<file path="config.mk">
export PLATFORM = sky130hd
export DESIGN_NAME = life_cellular_automaton_step_top
export DESIGN_NICKNAME = d
export VERILOG_FILES = /design/src/hw/rtl/lcas_pkg.sv /design/src/hw/rtl/lcas_ctrl.sv /design/src/hw/rtl/lcas_dp.sv /design/src/hw/rtl/life_cellular_automaton_step_top.sv
export SDC_FILE = /design/constraint.sdc
export NUM_CORES = 2
export LEC_CHECK = 0
export ABC_CLOCK_PERIOD_IN_PS = 10050
export BUFFER_PORTS_ARGS = -buffer_cell sky130_fd_sc_hd__buf_2
export CAP_MARGIN = 20
export CORE_ASPECT_RATIO = 1.75
export CORE_MARGIN = 1
export CORE_UTILIZATION = 55
export DETAILED_ROUTE_END_ITERATION = 7
export PLACE_DENSITY = 0.72
export SYNTH_ARGS = -nofsm -noshare
export SYNTH_HDL_FRONTEND = slang
export SYNTH_SLANG_ARGS = --single-unit
</file>
<file path="constraint.sdc">
create_clock -name i_clk -period 10.05 [get_ports i_clk]
set_clock_uncertainty 0.1 [all_clocks]
set_input_delay 1.005 -clock i_clk [delete_from_list [all_inputs] [get_ports i_clk]]
set_output_delay 1.005 -clock i_clk [all_outputs]
set_load 0.02 [all_outputs]
</file>
<file path="src/hw/rtl/lcas_pkg.sv">
// ----------------------------------------------------------------------------
// lcas_pkg
// Shared constants and control types of the life grid stepper.
// ----------------------------------------------------------------------------
package lcas_pkg;

    localparam int GRID_WIDTH_DEF  = 64;
    localparam int GRID_HEIGHT_DEF = 32;

    typedef logic [1:0] t_op;

    localparam t_op OP_CLEAR = 2'd0;
    localparam t_op OP_SET   = 2'd1;
    localparam t_op OP_STEP  = 2'd2;
    localparam t_op OP_READ  = 2'd3;

    // controller -> datapath
    typedef struct packed {
        logic load;       // capture input beat
        logic clr;        // kill every cell
        logic item_rd;    // read row of captured coordinate
        logic set_wr;     // write back row with cell set
        logic sample;     // take cell bit for a read
        logic step_init;  // start generation sweep
        logic step_rd;    // read next row of sweep
        logic step_sh;    // shift window, write finished row
        logic done;       // load result register
    } t_cmd;

    // datapath -> controller
    typedef struct packed {
        t_op  op;
        logic in_range;
        logic step_last;
        logic out_free;
    } t_stat;

endpackage

</file>
<file path="src/hw/rtl/lcas_ctrl.sv">
// ----------------------------------------------------------------------------
// lcas_ctrl
// Sequencer: decodes each beat and drives the datapath through its steps.
// ----------------------------------------------------------------------------
module lcas_ctrl (
    input  logic            i_clk,
    input  logic            i_rst_n,
    input  logic            i_in_valid,
    output logic            o_in_ready,
    input  lcas_pkg::t_stat i_stat,
    output lcas_pkg::t_cmd  o_cmd
);

    localparam logic [2:0] ST_IDLE    = 3'd0;
    localparam logic [2:0] ST_DEC     = 3'd1;
    localparam logic [2:0] ST_SET_WR  = 3'd2;
    localparam logic [2:0] ST_RD_WAIT = 3'd3;
    localparam logic [2:0] ST_S_RD    = 3'd4;
    localparam logic [2:0] ST_S_SH    = 3'd5;
    localparam logic [2:0] ST_DONE    = 3'd6;

    logic [2:0] r_state;
    logic [2:0] n_state;

    assign o_in_ready = (r_state == ST_IDLE);

    always_comb begin
        n_state = r_state;
        o_cmd   = '0;
        case (r_state)
            ST_IDLE: begin
                if (i_in_valid) begin
                    o_cmd.load = 1'b1;
                    n_state    = ST_DEC;
                end
            end
            ST_DEC: begin
                case (i_stat.op)
                    lcas_pkg::OP_CLEAR: begin
                        o_cmd.clr = 1'b1;
                        n_state   = ST_DONE;
                    end
                    lcas_pkg::OP_SET: begin
                        o_cmd.item_rd = i_stat.in_range;
                        n_state       = i_stat.in_range ? ST_SET_WR : ST_DONE;
                    end
                    lcas_pkg::OP_STEP: begin
                        o_cmd.step_init = 1'b1;
                        n_state         = ST_S_RD;
                    end
                    default: begin
                        o_cmd.item_rd = i_stat.in_range;
                        n_state       = i_stat.in_range ? ST_RD_WAIT : ST_DONE;
                    end
                endcase
            end
            ST_SET_WR: begin
                o_cmd.set_wr = 1'b1;
                n_state      = ST_DONE;
            end
            ST_RD_WAIT: begin
                o_cmd.sample = 1'b1;
                n_state      = ST_DONE;
            end
            ST_S_RD: begin
                o_cmd.step_rd = 1'b1;
                n_state       = ST_S_SH;
            end
            ST_S_SH: begin
                o_cmd.step_sh = 1'b1;
                n_state       = i_stat.step_last ? ST_DONE : ST_S_RD;
            end
            ST_DONE: begin
                if (i_stat.out_free) begin
                    o_cmd.done = 1'b1;
                    n_state    = ST_IDLE;
                end
            end
            default: begin
                n_state = ST_IDLE;
            end
        endcase
    end

    always_ff @(posedge i_clk) begin
        if (!i_rst_n) begin
            r_state <= ST_IDLE;
        end else begin
            r_state <= n_state;
        end
    end

endmodule

</file>
<file path="src/hw/rtl/lcas_dp.sv">
// ----------------------------------------------------------------------------
// lcas_dp
// Datapath: row-wide grid memory, row valid bits, three-row window with
// the B3/S23 rule across a whole row, and the result register.
// ----------------------------------------------------------------------------
module lcas_dp #(
    parameter int GRID_WIDTH  = lcas_pkg::GRID_WIDTH_DEF,
    parameter int GRID_HEIGHT = lcas_pkg::GRID_HEIGHT_DEF
) (
    input  logic            i_clk,
    input  logic            i_rst_n,
    input  lcas_pkg::t_cmd  i_cmd,
    output lcas_pkg::t_stat o_stat,
    input  lcas_pkg::t_op   i_op,
    input  logic [7:0]      i_col,
    input  logic [7:0]      i_row,
    output logic            o_out_valid,
    input  logic            i_out_ready,
    output logic            o_out_in_range,
    output logic            o_out_alive
);

    localparam int XW  = $clog2(GRID_WIDTH);
    localparam int RW  = $clog2(GRID_HEIGHT);
    localparam int RCW = $clog2(GRID_HEIGHT + 1);

    // grid memory, one row per word
    logic [GRID_WIDTH-1:0]  mem [GRID_HEIGHT];
    logic [GRID_HEIGHT-1:0] r_vld;

    logic [GRID_WIDTH-1:0] r_rd_data;
    logic                  r_rd_ok;
    logic [GRID_WIDTH-1:0] rd_row_data;

    logic                  rd_en;
    logic [RW-1:0]         rd_addr;
    logic                  wr_en;
    logic [RW-1:0]         wr_addr;
    logic [GRID_WIDTH-1:0] wr_data;

    // captured beat
    lcas_pkg::t_op r_op;
    logic [7:0]    r_col;
    logic [7:0]    r_row;
    logic          r_inr;
    logic          r_alive;
    logic          in_grid;

    // sweep state
    logic [RCW-1:0]        r_rd_row;
    logic [RCW-1:0]        wr_step_row;
    logic                  step_last;
    logic [GRID_WIDTH-1:0] r_win_up;
    logic [GRID_WIDTH-1:0] r_win_mid;
    logic [GRID_WIDTH+1:0] p_up;
    logic [GRID_WIDTH+1:0] p_mid;
    logic [GRID_WIDTH+1:0] p_dn;
    logic [GRID_WIDTH-1:0] nxt_row;

    // result register
    logic r_out_vld;
    logic r_out_inr;
    logic r_out_alive;
    logic out_free;

    assign in_grid = ({1'b0, i_col} < 9'(GRID_WIDTH)) && ({1'b0, i_row} < 9'(GRID_HEIGHT));

    // a row never written since reset or clear reads as all dead
    assign rd_row_data = r_rd_ok ? r_rd_data : '0;

    assign step_last   = (r_rd_row == RCW'(GRID_HEIGHT));
    assign wr_step_row = r_rd_row - RCW'(1);

    assign rd_en   = i_cmd.item_rd || (i_cmd.step_rd && !step_last);
    assign rd_addr = i_cmd.item_rd ? r_row[RW-1:0] : r_rd_row[RW-1:0];

    assign wr_en   = i_cmd.set_wr || (i_cmd.step_sh && (r_rd_row != '0));
    assign wr_addr = i_cmd.set_wr ? r_row[RW-1:0] : wr_step_row[RW-1:0];
    assign wr_data = i_cmd.set_wr ? (rd_row_data | (GRID_WIDTH'(1) << r_col[XW-1:0]))
                                  : nxt_row;

    // window during shift: up = r_win_up, mid = r_win_mid, down = incoming row
    assign p_up  = {1'b0, r_win_up, 1'b0};
    assign p_mid = {1'b0, r_win_mid, 1'b0};
    assign p_dn  = {1'b0, rd_row_data, 1'b0};

    always_comb begin
        logic [3:0] cnt;
        cnt = '0;
        for (int x = 0; x < GRID_WIDTH; x++) begin
            cnt = 4'(p_up[x]) + 4'(p_up[x+1]) + 4'(p_up[x+2])
                + 4'(p_mid[x]) + 4'(p_mid[x+2])
                + 4'(p_dn[x]) + 4'(p_dn[x+1]) + 4'(p_dn[x+2]);
            nxt_row[x] = (cnt == 4'd3) || (p_mid[x+1] && (cnt == 4'd2));
        end
    end

    always_ff @(posedge i_clk) begin
        if (wr_en) begin
            mem[wr_addr] <= wr_data;
        end
        if (rd_en) begin
            r_rd_data <= mem[rd_addr];
        end
    end

    always_ff @(posedge i_clk) begin
        if (!i_rst_n) begin
            r_vld   <= '0;
            r_rd_ok <= 1'b0;
        end else begin
            r_rd_ok <= rd_en && r_vld[rd_addr];
            if (i_cmd.clr) begin
                r_vld <= '0;
            end else if (wr_en) begin
                r_vld[wr_addr] <= 1'b1;
            end
        end
    end

    always_ff @(posedge i_clk) begin
        if (i_cmd.load) begin
            r_op    <= i_op;
            r_col   <= i_col;
            r_row   <= i_row;
            r_inr   <= (i_op == lcas_pkg::OP_CLEAR) || (i_op == lcas_pkg::OP_STEP) || in_grid;
            r_alive <= 1'b0;
        end else if (i_cmd.sample) begin
            r_alive <= rd_row_data[r_col[XW-1:0]];
        end
    end

    always_ff @(posedge i_clk) begin
        if (!i_rst_n) begin
            r_rd_row <= '0;
        end else if (i_cmd.step_init) begin
            r_rd_row <= '0;
        end else if (i_cmd.step_sh && !step_last) begin
            r_rd_row <= r_rd_row + RCW'(1);
        end
    end

    always_ff @(posedge i_clk) begin
        if (i_cmd.step_init) begin
            r_win_up  <= '0;
            r_win_mid <= '0;
        end else if (i_cmd.step_sh) begin
            r_win_up  <= r_win_mid;
            r_win_mid <= rd_row_data;
        end
    end

    assign out_free = !r_out_vld || i_out_ready;

    always_ff @(posedge i_clk) begin
        if (!i_rst_n) begin
            r_out_vld <= 1'b0;
        end else if (i_cmd.done) begin
            r_out_vld <= 1'b1;
        end else if (i_out_ready) begin
            r_out_vld <= 1'b0;
        end
    end

    always_ff @(posedge i_clk) begin
        if (i_cmd.done) begin
            r_out_inr   <= r_inr;
            r_out_alive <= r_alive;
        end
    end

    assign o_stat.op        = r_op;
    assign o_stat.in_range  = r_inr;
    assign o_stat.step_last = step_last;
    assign o_stat.out_free  = out_free;

    assign o_out_valid    = r_out_vld;
    assign o_out_in_range = r_out_inr;
    assign o_out_alive    = r_out_alive;

endmodule

</file>
<file path="src/hw/rtl/life_cellular_automaton_step_top.sv">
// ----------------------------------------------------------------------------
// life_cellular_automaton_step_top
// Bounded B3/S23 life grid with clear, set, step and read commands.
//
//   channel   dir  fields
//   s_axis    in   tuser: op ; tdata: col, row
//   m_axis    out  tdata: in_range, alive
//
// Clear, set and read each pass through decode and done; step sweeps the grid:
// it reads one grid row from the row memory, then writes the finished row
// above it, computing all cells of a row at once.
// Reset clears the per-row valid bits at once; no clearing pass is needed.
// A finished result sits in the output register while the next beat is taken.
// ----------------------------------------------------------------------------
module life_cellular_automaton_step_top #(
    parameter int GRID_WIDTH  = lcas_pkg::GRID_WIDTH_DEF,
    parameter int GRID_HEIGHT = lcas_pkg::GRID_HEIGHT_DEF
) (
    input  logic        i_clk,
    input  logic        i_rst_n,
    input  logic        i_s_axis_tvalid,
    output logic        o_s_axis_tready,
    input  logic [15:0] i_s_axis_tdata,   // [7:0] col, [15:8] row
    input  logic [1:0]  i_s_axis_tuser,   // [1:0] op
    output logic        o_m_axis_tvalid,
    input  logic        i_m_axis_tready,
    output logic [7:0]  o_m_axis_tdata    // [0] in_range, [1] alive, [7:2] zero
);

    lcas_pkg::t_cmd  cmd;
    lcas_pkg::t_stat stat;
    logic            out_inr;
    logic            out_alive;

    lcas_ctrl u_ctrl (
        .i_clk      (i_clk),
        .i_rst_n    (i_rst_n),
        .i_in_valid (i_s_axis_tvalid),
        .o_in_ready (o_s_axis_tready),
        .i_stat     (stat),
        .o_cmd      (cmd)
    );

    lcas_dp #(
        .GRID_WIDTH  (GRID_WIDTH),
        .GRID_HEIGHT (GRID_HEIGHT)
    ) u_dp (
        .i_clk          (i_clk),
        .i_rst_n        (i_rst_n),
        .i_cmd          (cmd),
        .o_stat         (stat),
        .i_op           (i_s_axis_tuser),
        .i_col          (i_s_axis_tdata[7:0]),
        .i_row          (i_s_axis_tdata[15:8]),
        .o_out_valid    (o_m_axis_tvalid),
        .i_out_ready    (i_m_axis_tready),
        .o_out_in_range (out_inr),
        .o_out_alive    (out_alive)
    );

    assign o_m_axis_tdata = {6'b0, out_alive, out_inr};

endmodule

</file>
==> results.json <==
{
  "status": "completed",
  "clk_latency_ns": 0.87,
  "critPathLaunchType": "flop",
  "synth_area_um2": 101000,
  "holdCritStartpoint": "i_s_axis_tdata[1]",
  "ctsHoldBuffers": 0,
  "grt_usage_pct": 31.5,
  "placed_cell_area_um2": 105000,
  "synthArstFlopShare_pct": 0,
  "max_cap_viol_count": 0,
  "crit_family": "buffers and inverters",
  "reg2reg_depth": 10,
  "p_per_area_nw_per_um2": 175,
  "pwr-share-clk_pct": 38.4,
  "hpwl_um": 174000,
  "synth_common_cells": "2128 x edfxtp_1, 743 x nand2_1, 619 x inv_1",
  "htreeDepth": 4,
  "grt_max_degree": 149,
  "hold_end": "u_dp.r_col[1]",
  "ys_seq_area_share_pct": 66.4,
  "syn_area_per_cell_um2": 14.6,
  "p_total_mw": 19.5,
  "crit_arrival_ns": 5.80,
  "hold_path_class": "in -> reg",
  "rsz0062_at_grt": "no",
  "cts_buffers": 197,
  "synth.distinct_cells": 81,
  "final_net_count": 7458,
  "critPathMaxFanout": 85,
  "vias_per_cell": 6.57,
  "power.share.switching_pct": 23.3,
  "drt-total-wl_um": 295000,
  "fp.dieW_um": 327,
  "crit_slowest_cell": "buf_4",
  "syn_inst": 6957,
  "post-route-min-period_ns": 5.35,
  "io_buffers": 25,
  "crit_path_cell_trace": "nor3b_4, a21oi_4, buf_4, nor2_4, buf_4, buf_12, mux4_2, a22o_1, or3_1, and3_1",
  "grt_busiest_layer": "met2",
  "cts_tree": "built",
  "worst-path-buf-inv": 3,
  "r2r_start": "u_ctrl.r_state[0]",
  "cp.required_ns": 10.50,
  "p_comb_share_pct": 7.2,
  "overflow": 0,
  "internal_power_mw": 15.0,
  "antenna_found_initial": 8,
  "place_congestion": 0.944,
  "drtIter0Drc": 8172,
  "synth.area.top_cells": "edfxtp_1 63%, fa_1 5.0%, mux4_2 4.3%",
  "drt_pass1_iterations": 7,
  "row_count": 208,
  "die_h_um": 570,
  "synth_seq_cells": 2300,
  "crit_type": "reg -> reg",
  "crit_path_max_incr_delay_ns": 0.78,
  "drive_gt1_share_pct": 12.8,
  "synth_area_leader_cell": "edfxtp_1",
  "vdd.ir_drop.worst_mv": 0.184,
  "reg2reg_to": "u_dp.r_rd_data[59]",
  "fin_crit_sh_pct": 53.3,
  "ctsLongestPathBuffers": 4,
  "cts.clk_slew.worst_paths_ns": 0.08,
  "synth_most_common_cell": "edfxtp_1",
  "fmax_mhz": 187,
  "post-cts-setup-buffers": 0,
  "grt_use_met2_pct": 54.4,
  "via_count": 62893,
  "post_cts_resized": 0,
  "max-slew-margin-rel_pct": 15.2,
  "worst_pin_slew_ns": 1.27,
  "synth.top_cell.area_share_pct": 63.0,
  "seqPwrFrac_pct": 54.4,
  "drc": 0,
  "core-area_um2": 183000,
  "slew_violations": 0,
  "synth-edff-count": 2128,
  "area_growth_pct": 9.89,
  "fin_tns_setup_ns": 0,
  "switching_power_mw": 4.55,
  "grt.met1_usage_pct": 36.6,
  "p_leak_nw": 37.0,
  "ys.flop_type": "edfxtp_1",
  "postLayoutCellArea_um2": 111000,
  "rrSetupSlack_ns": 4.70,
  "grt_pass1_vias": 62889,
  "whs_path_depth": 1,
  "ant_nets": 0,
  "dieArea_um2": 186000,
  "cpMostUsedCell": "buf_4",
  "clock_sinks": 2300,
  "cts-root-buf": "clkbuf_16",
  "io-pin-count": 32,
  "hold_viol": 0,
  "yosys_warnings": 0,
  "start_util_pct": 55.3,
  "grt_pass1_wl_um": 423000,
  "grtUsageMet3_pct": 4.92,
  "cp-end-kind": "flop",
  "avgRoutedWirePerCell_um": 30.8,
  "setup_viol": 0
}
==> worst max-delay path by stage <==
stage / from / end / slack (ns) / cells past startpoint
2_1_floorplan: u_dp.r_rd_ok / u_dp.mem[0][2] / 4.36 / 13
3_3_place_gp: u_ctrl.r_state[0] / u_dp.r_rd_data[9] / 4.92 / 7
3_5_place_dp: u_ctrl.r_state[0] / u_dp.r_rd_data[52] / 4.86 / 10
4_1_cts: u_ctrl.r_state[0] / u_dp.r_rd_data[52] / 4.82 / 10
5_1_grt: u_ctrl.r_state[0] / u_dp.r_rd_data[59] / 4.54 / 10
6_report: u_ctrl.r_state[0] / u_dp.r_rd_data[59] / 4.70 / 10
==> state kept, by name, summed over array words and instances (netlist names) <==
signal / count
u_dp.mem: 2048
u_dp.r_rd_data: 64
u_dp.r_win_mid: 64
u_dp.r_win_up: 64
u_dp.r_vld: 32
u_dp.r_col: 6
u_dp.r_rd_row: 6
u_dp.r_row: 5
u_ctrl.r_state: 3
u_dp.r_op: 2
u_dp.o_out_alive: 1
u_dp.o_out_in_range: 1
u_dp.o_out_valid: 1
u_dp.r_alive: 1
u_dp.r_inr: 1
u_dp.r_rd_ok: 1
==> cell usage in the layout, fill, tap and decap left out, types with 34 or more instances in the layout <==
master	netlist	final
edfxtp_1	2128	2128
and3_1	133	133
clkinv_1	0	40
buf_4	48	184
fa_1	252	252
nor4_1	47	47
nand2_1	743	740
a2111oi_0	67	67
a22oi_1	36	36
nor2_4	1	36
mux4_2	192	192
o22ai_1	67	67
inv_1	619	619
nor2_1	317	282
o41ai_2	0	57
mux2i_1	252	248
a211oi_1	111	111
mux2_2	66	65
o21ai_0	194	193
dfxtp_1	172	171
o21a_1	34	34
a21oi_1	324	321
clkbuf_1	216	51
clkbuf_16	0	201
ha_1	192	192
a31oi_1	107	104
o221a_2	37	37
nand3_1	93	93
==> power groups by stage <==
stage / sequential (mW) / clock [mW] / combinational (mW)
finish: 10.6 / 7.50 / 1.41
CTS: 10.6 / 7.54 / 1.39
global placement: 10.8 / 0 / 1.36
detailed placement: 10.8 / 0 / 1.38
floorplan: 10.7 / 0 / 0.965
global route: 10.6 / 7.85 / 1.48
==> layer usage <==
layer  routed length [um]  vias to the layer above  share of wire, %
li1                     -                    26083                 -
met1                96700                    31901                33
met2               148000                     3933                50
met3                28400                      972               9.6
met4                21600                        4               7.3
met5                   42                        -             0.014
==> kinds of logic (layout without fill, tap and decap cells) <==
logic type	Yosys count	after routing	share of synthesized area, %
buffers and inverters	1005	1190	4.12
DFF	2300	2300	66.4
AOI/OAI and AO/OA	1248	1248	8.29
muxes	510	510	7.49
xor gates and xnor gates	7	7	0.0605
and+or+nand+nor	1442	1442	6.23
other	1	16	0.00370
adders and majority gates	444	444	7.35
==> per-stage QoR <==
step	std cells	hold slack [ns]	worst slack (ns)	util, %
global placement	9206	0.341	4.92	57.4
finish	9572	0.242	4.70	60.8
floorplan	6962	0.324	4.36	-
CTS	9562	0.216	4.82	60.8
global route	9563	0.251	4.54	60.8
detailed placement	9208	0.353	4.86	57.4
==> worst reg2reg max path, stage by stage, from the launching register on <==
cell and delay, ns:
dfxtp_1 0.57, nor3b_4 0.59, a21oi_4 0.09, buf_4 0.37, nor2_4 0.50, buf_4 0.78
buf_12 0.61, mux4_2 0.71, a22o_1 0.23, or3_1 0.32, and3_1 0.20
==> cell type report <==
type / count / area (um^2)
Antenna cell: 10 / 25.0
Clock buffer: 252 / 5220
Clock inverter: 102 / 916
Fill cell: 13240 / 71800
Inverter: 619 / 2320
Multi-Input combinational cell: 3657 / 30900
Sequential cell: 2300 / 67300
Tap cell: 2415 / 3020
Timing Repair Buffer: 217 / 1650
No activity file was read; power rests on OpenSTA's default activity.
